### config.mk
export PLATFORM = sky130hd
export DESIGN_NAME = lfu_cache_table_flat
export DESIGN_NICKNAME = d
export VERILOG_FILES = /design/src/sv/lfu_pkg.sv /design/src/sv/lfu_ifs.sv /design/src/sv/lfu_cache_table.sv /design/src/sv/lfu_sel.sv /design/src/flat_wrapper.sv
export SDC_FILE = /design/constraint.sdc
export NUM_CORES = 2
export LEC_CHECK = 0
export ABC_AREA = 0
export BUFFER_PORTS_ARGS = -buffer_cell sky130_fd_sc_hd__clkbuf_2
export CAP_MARGIN = 20
export CORE_UTILIZATION = 59
export CTS_BUF_LIST = sky130_fd_sc_hd__clkbuf_4
export CTS_CLUSTER_DIAMETER = 50
export CTS_CLUSTER_SIZE = 20
export DETAILED_ROUTE_END_ITERATION = 6
export PLACE_DENSITY = 0.78
export REMOVE_ABC_BUFFERS = 1
export SYNTH_ARGS = -nofsm -noshare
export SYNTH_HDL_FRONTEND = slang
export SYNTH_SLANG_ARGS = --single-unit
### constraint.sdc
create_clock -name clk -period 11.1 [get_ports clk]
set_clock_uncertainty 0.05 [all_clocks]
set_input_delay 2.775 -clock clk [delete_from_list [all_inputs] [get_ports clk]]
set_output_delay 2.775 -clock clk [all_outputs]
set_load 0.01 [all_outputs]
### src/sv/lfu_pkg.sv
// shared types and constants for the lfu cache table
package lfu_pkg;

  localparam int KEY_W   = 32;
  localparam int VAL_W   = 32;
  localparam int COUNT_W = 32;
  localparam int STAMP_W = 48;
  localparam int CFG_W   = 5;

  localparam logic OP_GET = 1'b0;
  localparam logic OP_PUT = 1'b1;

  localparam logic [CFG_W-1:0]   ACTIVE_RESET = 5'd16;
  localparam logic [VAL_W-1:0]   MISS_VALUE   = '1;
  localparam logic [COUNT_W-1:0] COUNT_MAX    = '1;

  typedef struct packed {
    logic [KEY_W-1:0]   key;
    logic [VAL_W-1:0]   value;
    logic [COUNT_W-1:0] count;
    logic [STAMP_W-1:0] stamp;
  } entry_t;

  typedef struct packed {
    logic   found;
    logic   best_ok;
    entry_t match;
    entry_t best;
  } sel_res_t;

endpackage

### src/sv/lfu_ifs.sv
// handshake channels for requests, responses and the configuration write
interface lfu_req_if import lfu_pkg::*; ();
  logic                    valid;
  logic                    ready;
  logic                    opcode;
  logic signed [KEY_W-1:0] lookup_key;
  logic signed [VAL_W-1:0] store_value;

  modport source (output valid, opcode, lookup_key, store_value, input ready);
  modport sink   (input valid, opcode, lookup_key, store_value, output ready);
endinterface

interface lfu_resp_if import lfu_pkg::*; ();
  logic                    valid;
  logic                    ready;
  logic                    hit;
  logic signed [VAL_W-1:0] read_value;
  logic                    evicted;
  logic signed [KEY_W-1:0] evicted_key;

  modport source (output valid, hit, read_value, evicted, evicted_key, input ready);
  modport sink   (input valid, hit, read_value, evicted, evicted_key, output ready);
endinterface

interface lfu_cfg_if import lfu_pkg::*; ();
  logic             valid;
  logic             ready;
  logic [CFG_W-1:0] data;

  modport source (output valid, data, input ready);
  modport sink   (input valid, data, output ready);
endinterface

### src/sv/lfu_cache_table.sv
// lfu cache table: key-value store with lfu replacement and lru tie-break
//
// req carries opcode (get or put), lookup_key and store_value; one transaction
// on req gives exactly one transaction on resp with hit, read_value, evicted
// and evicted_key. cfg writes active_entries (entries in use, zero disables
// puts) and is always ready; write it only while no request is in flight.
// Each request scans the filled slots one per cycle through the entry
// memory's single registered read port and the shared compare unit, then
// does the update write in the decide state once the output register is
// free. The next request is taken only once the block is back in idle, so
// no request is accepted while the previous one is still being processed.
// Valid slots always form the range below the fill count, so the memory needs
// no clearing after reset: reset empties the cache, zeroes the access clock
// and sets active_entries to 16.
// A finished response waits in the output register while resp is stalled; a
// new request may be accepted meanwhile, but its update waits for that
// response to be taken.
module lfu_cache_table import lfu_pkg::*; #(
  parameter int CAPACITY = 16
) (
  input  logic         clk,
  input  logic         rst,
  lfu_req_if.sink      req,
  lfu_resp_if.source   resp,
  lfu_cfg_if.sink      cfg
);

  localparam int IDX_W = (CAPACITY > 1) ? $clog2(CAPACITY) : 1;
  localparam int OCC_W = $clog2(CAPACITY + 1);

  typedef enum logic [1:0] {S_IDLE, S_SCAN, S_DRAIN, S_DECIDE} state_t;

  state_t             state;
  logic [CFG_W-1:0]   active_entries;
  logic [OCC_W-1:0]   occupancy;
  logic [STAMP_W-1:0] access_clock;
  logic [IDX_W-1:0]   iss_addr;

  logic               op;
  logic [KEY_W-1:0]   key;
  logic [VAL_W-1:0]   val;

  entry_t             mem [CAPACITY];
  entry_t             rd_ent;
  logic               rd_pend;
  logic [IDX_W-1:0]   rd_idx;

  sel_res_t           sel;
  logic [IDX_W-1:0]   match_idx;
  logic [IDX_W-1:0]   best_idx;

  logic               req_fire;
  logic               last_issue;
  logic               resp_free;

  // update decision
  logic               d_hit;
  logic [VAL_W-1:0]   d_value;
  logic               d_evicted;
  logic [KEY_W-1:0]   d_ev_key;
  logic               d_wr;
  logic               d_insert;
  logic [IDX_W-1:0]   d_slot;
  entry_t             d_ent;
  logic               full;
  logic [COUNT_W-1:0] match_count_inc;

  logic               d_out_hit;
  logic signed [VAL_W-1:0] d_out_value;
  logic               d_out_evicted;
  logic signed [KEY_W-1:0] d_out_ev_key;

  assign req.ready  = (state == S_IDLE);
  assign req_fire   = req.valid && req.ready;
  assign cfg.ready  = 1'b1;
  assign last_issue = (32'(iss_addr) == 32'(occupancy) - 32'd1);
  assign resp_free  = !resp.valid || resp.ready;

  assign resp.hit         = d_out_hit;
  assign resp.read_value  = d_out_value;
  assign resp.evicted     = d_out_evicted;
  assign resp.evicted_key = d_out_ev_key;

  lfu_sel #(.IDX_W(IDX_W)) u_sel (
    .clk        (clk),
    .rst        (rst),
    .clear      (req_fire),
    .cand_valid (rd_pend),
    .cand_idx   (rd_idx),
    .cand       (rd_ent),
    .key        (key),
    .res        (sel),
    .match_idx  (match_idx),
    .best_idx   (best_idx)
  );

  // entry memory: one registered read port for the scan, one write port
  always_ff @(posedge clk) begin
    if (state == S_SCAN) begin
      rd_ent <= mem[iss_addr];
    end
    rd_idx <= iss_addr;
    if (d_wr && state == S_DECIDE && resp_free) begin
      mem[d_slot] <= d_ent;
    end
  end

  always_ff @(posedge clk) begin
    if (rst) begin
      rd_pend <= 1'b0;
    end else begin
      rd_pend <= (state == S_SCAN);
    end
  end

  // limit = min(active_entries, CAPACITY)
  assign full = (32'(occupancy) >= 32'(active_entries)) || (32'(occupancy) >= CAPACITY);
  assign match_count_inc = (sel.match.count == COUNT_MAX) ? COUNT_MAX
                                                          : sel.match.count + 1'b1;

  always_comb begin
    d_hit     = 1'b0;
    d_value   = '0;
    d_evicted = 1'b0;
    d_ev_key  = '0;
    d_wr      = 1'b0;
    d_insert  = 1'b0;
    d_slot    = match_idx;
    d_ent.key   = key;
    d_ent.value = sel.match.value;
    d_ent.count = match_count_inc;
    d_ent.stamp = access_clock;
    if (op == OP_GET) begin
      if (sel.found) begin
        d_hit   = 1'b1;
        d_value = sel.match.value;
        d_wr    = 1'b1;
      end else begin
        d_value = MISS_VALUE;
      end
    end else if (active_entries != '0) begin
      d_wr        = 1'b1;
      d_ent.value = val;
      if (sel.found) begin
        d_hit = 1'b1;
      end else begin
        d_ent.count = COUNT_W'(1);
        if (full) begin
          d_evicted = 1'b1;
          d_ev_key  = sel.best.key;
          d_slot    = best_idx;
        end else begin
          // slots fill from the bottom, so the first free slot is the fill count
          d_insert = 1'b1;
          d_slot   = occupancy[IDX_W-1:0];
        end
      end
    end
  end

  always_ff @(posedge clk) begin
    if (rst) begin
      state          <= S_IDLE;
      active_entries <= ACTIVE_RESET;
      occupancy      <= '0;
      access_clock   <= '0;
      resp.valid     <= 1'b0;
    end else begin
      if (cfg.valid && cfg.ready) begin
        active_entries <= cfg.data;
      end
      // in decide the output register is reloaded whenever it is free
      if (resp.valid && resp.ready && state != S_DECIDE) begin
        resp.valid <= 1'b0;
      end
      case (state)
        S_IDLE: begin
          if (req_fire) begin
            op       <= req.opcode;
            key      <= req.lookup_key;
            val      <= req.store_value;
            iss_addr <= '0;
            state    <= (occupancy == '0) ? S_DECIDE : S_SCAN;
          end
        end
        S_SCAN: begin
          if (last_issue) begin
            state <= S_DRAIN;
          end else begin
            iss_addr <= iss_addr + 1'b1;
          end
        end
        S_DRAIN: begin
          state <= S_DECIDE;
        end
        S_DECIDE: begin
          if (resp_free) begin
            resp.valid    <= 1'b1;
            d_out_hit     <= d_hit;
            d_out_value   <= d_value;
            d_out_evicted <= d_evicted;
            d_out_ev_key  <= d_ev_key;
            if (d_wr) begin
              access_clock <= access_clock + 1'b1;
            end
            if (d_insert) begin
              occupancy <= occupancy + 1'b1;
            end
            state <= S_IDLE;
          end
        end
        default: begin
          state <= S_IDLE;
        end
      endcase
    end
  end

endmodule

### src/sv/lfu_sel.sv
// shared compare unit: tracks the key match and the lfu victim over a scan
module lfu_sel import lfu_pkg::*; #(
  parameter int IDX_W = 4
) (
  input  logic                  clk,
  input  logic                  rst,
  input  logic                  clear,
  input  logic                  cand_valid,
  input  logic [IDX_W-1:0]      cand_idx,
  input  entry_t                cand,
  input  logic [KEY_W-1:0]      key,
  output sel_res_t              res,
  output logic [IDX_W-1:0]      match_idx,
  output logic [IDX_W-1:0]      best_idx
);

  logic key_eq;
  logic older;

  assign key_eq = (cand.key == key);
  // lower count wins, then the smaller stamp
  assign older  = (cand.count < res.best.count) ||
                  ((cand.count == res.best.count) && (cand.stamp < res.best.stamp));

  always_ff @(posedge clk) begin
    if (rst || clear) begin
      res.found   <= 1'b0;
      res.best_ok <= 1'b0;
    end else if (cand_valid) begin
      if (!res.found && key_eq) begin
        res.found <= 1'b1;
        res.match <= cand;
        match_idx <= cand_idx;
      end
      if (!res.best_ok || older) begin
        res.best_ok <= 1'b1;
        res.best    <= cand;
        best_idx    <= cand_idx;
      end
    end
  end

endmodule

### src/flat_wrapper.sv
// flat-port wrapper written by rule: the top's interface ports become plain ports
module lfu_cache_table_flat import lfu_pkg::*;
#(
  parameter int CAPACITY = 16
)
  (clk, rst, req_valid, req_opcode, req_lookup_key, req_store_value, req_ready, resp_valid, resp_hit, resp_read_value, resp_evicted, resp_evicted_key, resp_ready, cfg_valid, cfg_data, cfg_ready);
  lfu_req_if req_i ();
  lfu_resp_if resp_i ();
  lfu_cfg_if cfg_i ();
  input  logic clk;
  input  logic rst;
  input wire logic [$bits(req_i.valid)-1:0] req_valid;
  input wire logic [$bits(req_i.opcode)-1:0] req_opcode;
  input wire logic [$bits(req_i.lookup_key)-1:0] req_lookup_key;
  input wire logic [$bits(req_i.store_value)-1:0] req_store_value;
  output wire logic [$bits(req_i.ready)-1:0] req_ready;
  output wire logic [$bits(resp_i.valid)-1:0] resp_valid;
  output wire logic [$bits(resp_i.hit)-1:0] resp_hit;
  output wire logic [$bits(resp_i.read_value)-1:0] resp_read_value;
  output wire logic [$bits(resp_i.evicted)-1:0] resp_evicted;
  output wire logic [$bits(resp_i.evicted_key)-1:0] resp_evicted_key;
  input wire logic [$bits(resp_i.ready)-1:0] resp_ready;
  input wire logic [$bits(cfg_i.valid)-1:0] cfg_valid;
  input wire logic [$bits(cfg_i.data)-1:0] cfg_data;
  output wire logic [$bits(cfg_i.ready)-1:0] cfg_ready;
  assign req_i.valid = req_valid;
  assign req_i.opcode = req_opcode;
  assign req_i.lookup_key = req_lookup_key;
  assign req_i.store_value = req_store_value;
  assign req_ready = req_i.ready;
  assign resp_valid = resp_i.valid;
  assign resp_hit = resp_i.hit;
  assign resp_read_value = resp_i.read_value;
  assign resp_evicted = resp_i.evicted;
  assign resp_evicted_key = resp_i.evicted_key;
  assign resp_i.ready = resp_ready;
  assign cfg_i.valid = cfg_valid;
  assign cfg_i.data = cfg_data;
  assign cfg_ready = cfg_i.ready;
  lfu_cache_table #(.CAPACITY(CAPACITY)) u_core (.clk(clk), .rst(rst), .req(req_i), .resp(resp_i), .cfg(cfg_i));
endmodule
**Word level (Yosys, flattened, before mapping)**

Memories as Yosys holds them, arrays and structs flattened. A register that Yosys moved wholly into a read port is not among the register bits.
Cells that the tools add are included.

- Magnitude comparators: 4
- Reduce and logical (&&, ||, !) cells: 31
- Mux-type cells: 32
- Add/subtract/negate cells: 5
- Equal/unequal tests: 12
- Bitwise gates (word level): 5

Operator list:

| operator | number |
|---|---|
| 2-to-1 mux 64 bit | 2 |
| 2-to-1 mux 32 bit | 3 |
| == test 32 bit | 2 |
| adder 48 x 1 -> 48 bit (second input constant) | 1 |
| < comparator 48 bit | 1 |
| adder 32 x 1 -> 32 bit (second input constant) | 1 |
| == test 32 bit (second input constant) | 1 |
| == test 4 x 32 -> 1 bit | 1 |
| < comparator 32 bit | 1 |
| 2-to-1 mux 4 bit | 6 |
| AND reduction 3 bit | 7 |
| 2-to-1 mux 1 bit | 15 |
| 2-to-1 mux 2 bit | 4 |
| one-hot mux 2 bit (4 select lines) | 1 |
| one-hot mux 4 bit (2 select lines) | 1 |
| logical AND 1 bit | 7 |
| inequality test 2 bit (second input constant) | 3 |
| subtractor 5 x 1 -> 6 bit (second input constant) | 1 |
| adder 5 x 1 -> 5 bit (second input constant) | 1 |
| greater-or-equal comparator 5 bit | 1 |
| greater-or-equal comparator 5 bit (second input constant) | 1 |
| zero test 5 bit | 1 |
| logical OR 1 bit | 5 |
| NOT 1 bit | 5 |
| 12 further kinds | 17 |

- Input port bits: 75
- Bits in writable memories: 2304
- Word-level logic and storage cells: 114
- Memories kept: 1
- Register bits: 387
- Output and inout bits: 69

Memories:

| name | words | width | read ports | clocked after memory_dff | write ports | RTL line | text |
|---|---|---|---|---|---|---|---|
| u_core.mem | 16 | 144 | 1 | 1 | 1 | lfu_cache_table.sv:43 | `entry_t mem [CAPACITY];` |

**Logic depth before layout (Yosys ltp)**

- Depth in word-level cells: 7
- Mapped depth: 10
- Depth with buffers taken out: 8

**Hierarchy**

Synthesis repeated with hierarchy kept, for this count alone.

- Cell total of the unflattened synthesis: 4796
- Area, all modules: 110882.6 um^2

By module, submodules not included:

| module | times used | area each (um^2) | cells an instance |
|---|---|---|---|
| lfu_cache_table | 1 | 99584.3 | 4170 |
| lfu_sel | 1 | 11298.3 | 626 |

**Worst setup path after synthesis**

OpenSTA, ideal clock, no wires.

- Path type: input to register
- From: input resp_ready
- To: memory u_core.mem[0][0] (netlist bit), enable pin
- Required time: 10.353 ns
- Slack: -0.487 ns
- Library setup time: 0.697 ns
- Stages: 6
- Arrival: 10.840 ns
- Path through: nor2b_1 or3b_1 clkbuf_1 nor3_1 or3b_2 o22ai_1

- Word-level cells in the longest chain between the ends: 4

RTL lines:

| element | RTL line | text |
|---|---|---|
| start, declared | flat_wrapper.sv:22 | `input wire logic [$bits(resp_i.ready)-1:0] resp_ready;` |
| logical OR 1 bit | lfu_cache_table.sv:77 | `assign resp_free = !resp.valid \|\| resp.ready;` |
| logical AND 1 bit | lfu_cache_table.sv:103 | `if (d_wr && state == S_DECIDE && resp_free) begin` |
| 2-to-1 mux 1 bit | lfu_cache_table.sv:103 |  |
| 2-to-1 mux 1 bit (implied by the code) | lfu_cache_table.sv:104 | `mem[d_slot] <= d_ent;` |
| end, declared | lfu_cache_table.sv:43 |  |

Every way passes these cells.

**Worst setup path in the final report**

- From: input resp_ready
- To: memory u_core.mem[2][67] (netlist bit), enable pin

Same word-level chain as after synthesis.

==> implementation parameters <==
Parameter                              Value

Run status
  Status ... finished clean

Detailed routing
  Number of remaining DRC errors ... 0
  Final antenna-violating net count ... 0
  Routed length per instance ... 30.7 um
  Final Routed Wirelength ... 230000 um
  Number of vias in the routed layout ... 49523
  Number of DRC markers in iteration 0 ... 6633
  Mean number of vias per cell ... 6.60
  Total iterations of the first detailed-routing run ... 6

Final layout
  Nets@finish ... 5145
  Area used by multi-input combinational logic ... 0.0224 mm^2
  Filler Cells Inserted ... 11502
  Share of final-layout standard cells stronger than drive strength 1 ... 26.6%
  Area growth syn-to-layout ... 6.48%
  Utilization after layout ... 63.4%
  Final std cells w/o fill ... 7498
  Area occupied by registers ... 0.0845 mm^2

Synthesis
  Sequential-to-total area share from yosys stat ... 78.3%
  Proportion of register bits with asynchronous set or reset after synthesis ... 0%
  Mean cell area of the mapped netlist ... 22.7 um^2
  EDFF count, synth ... 2767
  Complex-gate fraction of the synthesized area ... 1.18%
  Portion of netlist area occupied by mux cells ... 15.3%
  XOR/XNOR Fraction of Synth Area ... 0.885%
  Synthesized-area fraction occupied by adder cells ... 1.08%
  Warning count from the yosys run ... 0
  Simple-gate area share of the yosys netlist ... 2.01%
  Largest family of logic cells by synthesized area ... multiplexers
  Yosys reg bits ... 2835
  Dominant synthesized flop cell ... edfxtp_1
  Post-synthesis cell area ... 0.108 mm^2
  Mapped Cells ... 4753
  Post-synth cell types ... 68

Placed design
  Final GP Congestion ... 0.790
  Port-buffer cells ... 142
  Post-place setup slack ... 4.10 ns
  Cell total after placement ... 7132
  HPWL after detailed placement ... 123000 um

Global route
  Pin count of the biggest net entering global routing ... 153
  Met3 usage ... 3.91%
  Gr ovfl total ... 0
  Global-route usage over all layers ... 25.2%
  Number of antenna violations at the first check in global routing ... 10
  Met1 usage in global routing ... 37.0%
  Via count of the first global-routing pass ... 49911
  Busiest layer in global routing ... met2
  Met2 routing resource usage after global routing ... 40.1%
  Wire length of the first global-routing pass ... 337000 um

CTS
  Number of levels in the clock H-tree ... 4
  Post-CTS Setup Bufs ... 0
  Total of hold buffers inserted after clock tree synthesis ... 0
  Post-CTS clock slew at the launch and capture registers of the worst setup and hold paths ... 0.18 ns
  Number of instances resized during post-cts repair ... 0
  Sink Count ... 2835
  Root Driver ... clkbuf_4
  Number of buffers added by the clock tree synthesis step ... 191
  Clock Latency Late Sink ... 1.44 ns
  Clock tree from TritonCTS ... built
  Number of buffers on the longest clock path ... 3

STA
  Final Hold Slack ... 0.358 ns
  Max frequency ... 0.178 GHz
  Pins Over Slew Limit ... 0
  Final worst-path setup slack ... 5.48 ns
  Relative slew slack ... 19.6%
  Post-route clock period utilization ... 50.6%
  Post-layout minimum cycle time ... 5.62 ns
  Unrepaired setup endpoints after global routing ... no
  Finish-stage setup viols ... 0
  Hold Vio Cnt, Final ... 0
  Transition at the pin with the smallest max-transition slack ... 1.21 ns

Run
  Max capacitance violation total ... 0

Setup path
  Arrival time at the worst endpoint ... 6.57 ns
  Worst-path fanout max ... 52
  Kind of start point of the critical path ... input port
  Required time reported for the critical path endpoint ... 12.05 ns
  Kind of end point of the critical path ... flop
  Class of the most critical setup path ... in -> reg

Die
  Die area ... 0.185 mm^2
  Core footprint ... 0.181 mm^2
  Std cell rows ... 156
  Vertical extent of the die ... 430 um
  Starting utilization of the core area ... 59.6%
  Chip width ... 430 um
  Num ports ... 144

Power
  Maximum vdd drop ... 0.169 mV
  Total power consumption of the routed design ... 20.7 mW
  Cell leakage power ... 36.8 nW
  Total power divided by cell area ... 180 mW/mm^2

Min path
  Kind of path behind the tightest hold check ... reg -> reg
Yosys cell counts (4+ instances only):
cell type	instances	area (um^2)
nand2_1	54	203
nand4_1	37	231
a211oi_1	23	173
a21o_1	9	67.6
xor2_1	64	561
inv_1	135	507
o22ai_1	16	100
nand3_1	41	205
mux4_2	702	15800
nor2_1	80	300
nor2b_1	26	163
buf_2	32	160
xnor2_1	45	394
o21ai_0	21	105
a21oi_1	119	596
dfxtp_1	68	1360
o21a_1	4	30.0
nor3_2	5	50.1
nor4_1	19	119
nor3_1	16	80.1
buf_1	21	78.8
mux2i_1	33	330
and2_1	5	31.3
nor4_2	5	62.6
and3_1	42	263
ha_1	93	1160
clkbuf_1	156	586
nor3b_1	4	30.0
edfxtp_1	2767	83100
and4_1	11	96.3
mux2_2	34	383
nand2b_1	8	50.1
or3_1	7	43.8
nor4_4	4	85.1
per-stage QoR:
| stage | area (um^2) | TNS, ns |
|---|---|---|
| CTS | 115000 | 0 |
| floorplan | 107000 | -6093.20 |
| global route | 115000 | 0 |
| global placement | 112000 | 0 |
| detailed placement | 112000 | 0 |
| finish | 115000 | 0 |
routing by layer:
metal,wire (um),part of all wire (%),vias to the layer above
met2,113000,49,2508
li1,-,-,20310
met1,91400,40,26374
met5,7,0.0030,-
met3,20100,8.7,329
met4,5950,2.6,2
state kept, by name, summed over array words and instances, names as in the netlist, 32 cells and up:
register                 cells
u_core.u_sel.res           178
u_core.resp.read_value      32
u_core.resp.evicted_key     32
u_core.key                  32
u_core.mem                2304
u_core.val                  32
u_core.rd_ent              144
u_core.access_clock         48
worst max-delay path, cell delays in order:
cell	delay, ns
clkbuf_2	0.08
nor2b_1	0.16
nor3b_1	0.55
nand3_1	0.30
nor3_1	0.24
mux2i_1	0.31
o22ai_4	0.66
buf_4	0.53
buf_4	0.82
layout make-up:
| class | count | area share [%] |
|---|---|---|
| diodes | 13 | 0.0283 |
| clock buffers | 222 | 1.45 |
| clock inverters | 109 | 0.904 |
| inverters | 135 | 0.441 |
| multi-input cells | 1570 | 19.5 |
| flip-flops and latches | 2835 | 73.5 |
| well taps | 2370 | 2.58 |
| repair buffers | 244 | 1.59 |
power by group:
part	switching (mW)	total, mW	internal (mW)
Combinational	1.94	3.62	1.67
Clock	3.27	4.49	1.22
Sequential	0.279	12.6	12.3
cells in the final DEF (no fill, tap or decap), drive strengths merged, types with 23 or more instances in the layout:
cell type     n
mux2         35
nor2         82
mux2i        33
nor2b        26
mux4        702
a21oi       119
xnor2        45
edfxtp     2767
nor4         28
inv         175
nand2        54
nand3        42
dfxtp        68
clkbuf      364
and3         42
clkinvlp     24
a211oi       23
clkinv       39
ha           93
xor2         64
buf         102
nand4        37
cells by family after synthesis:
kind of cell | after synthesis
other | 1
adder cells (fa/ha/maj) | 93
buffers and inverters | 348
AND/OR/NAND/NOR | 381
flip-flops | 2835
AO/OA/AOI/OAI | 216
multiplexers | 770
XOR/XNOR | 109
final timing paths:
kind                     start                    end  slack, ns  depth (start not counted)
max reg2reg          u_core.op      u_core.mem[2][67]       5.89                         10
min reg2reg  u_core.rd_ent[87]  u_core.u_sel.res[231]       0.36                          0
min          u_core.rd_ent[87]  u_core.u_sel.res[231]       0.36                          0
max                 resp_ready      u_core.mem[2][67]       5.48                          9
(Power assumes the default switching activity.)
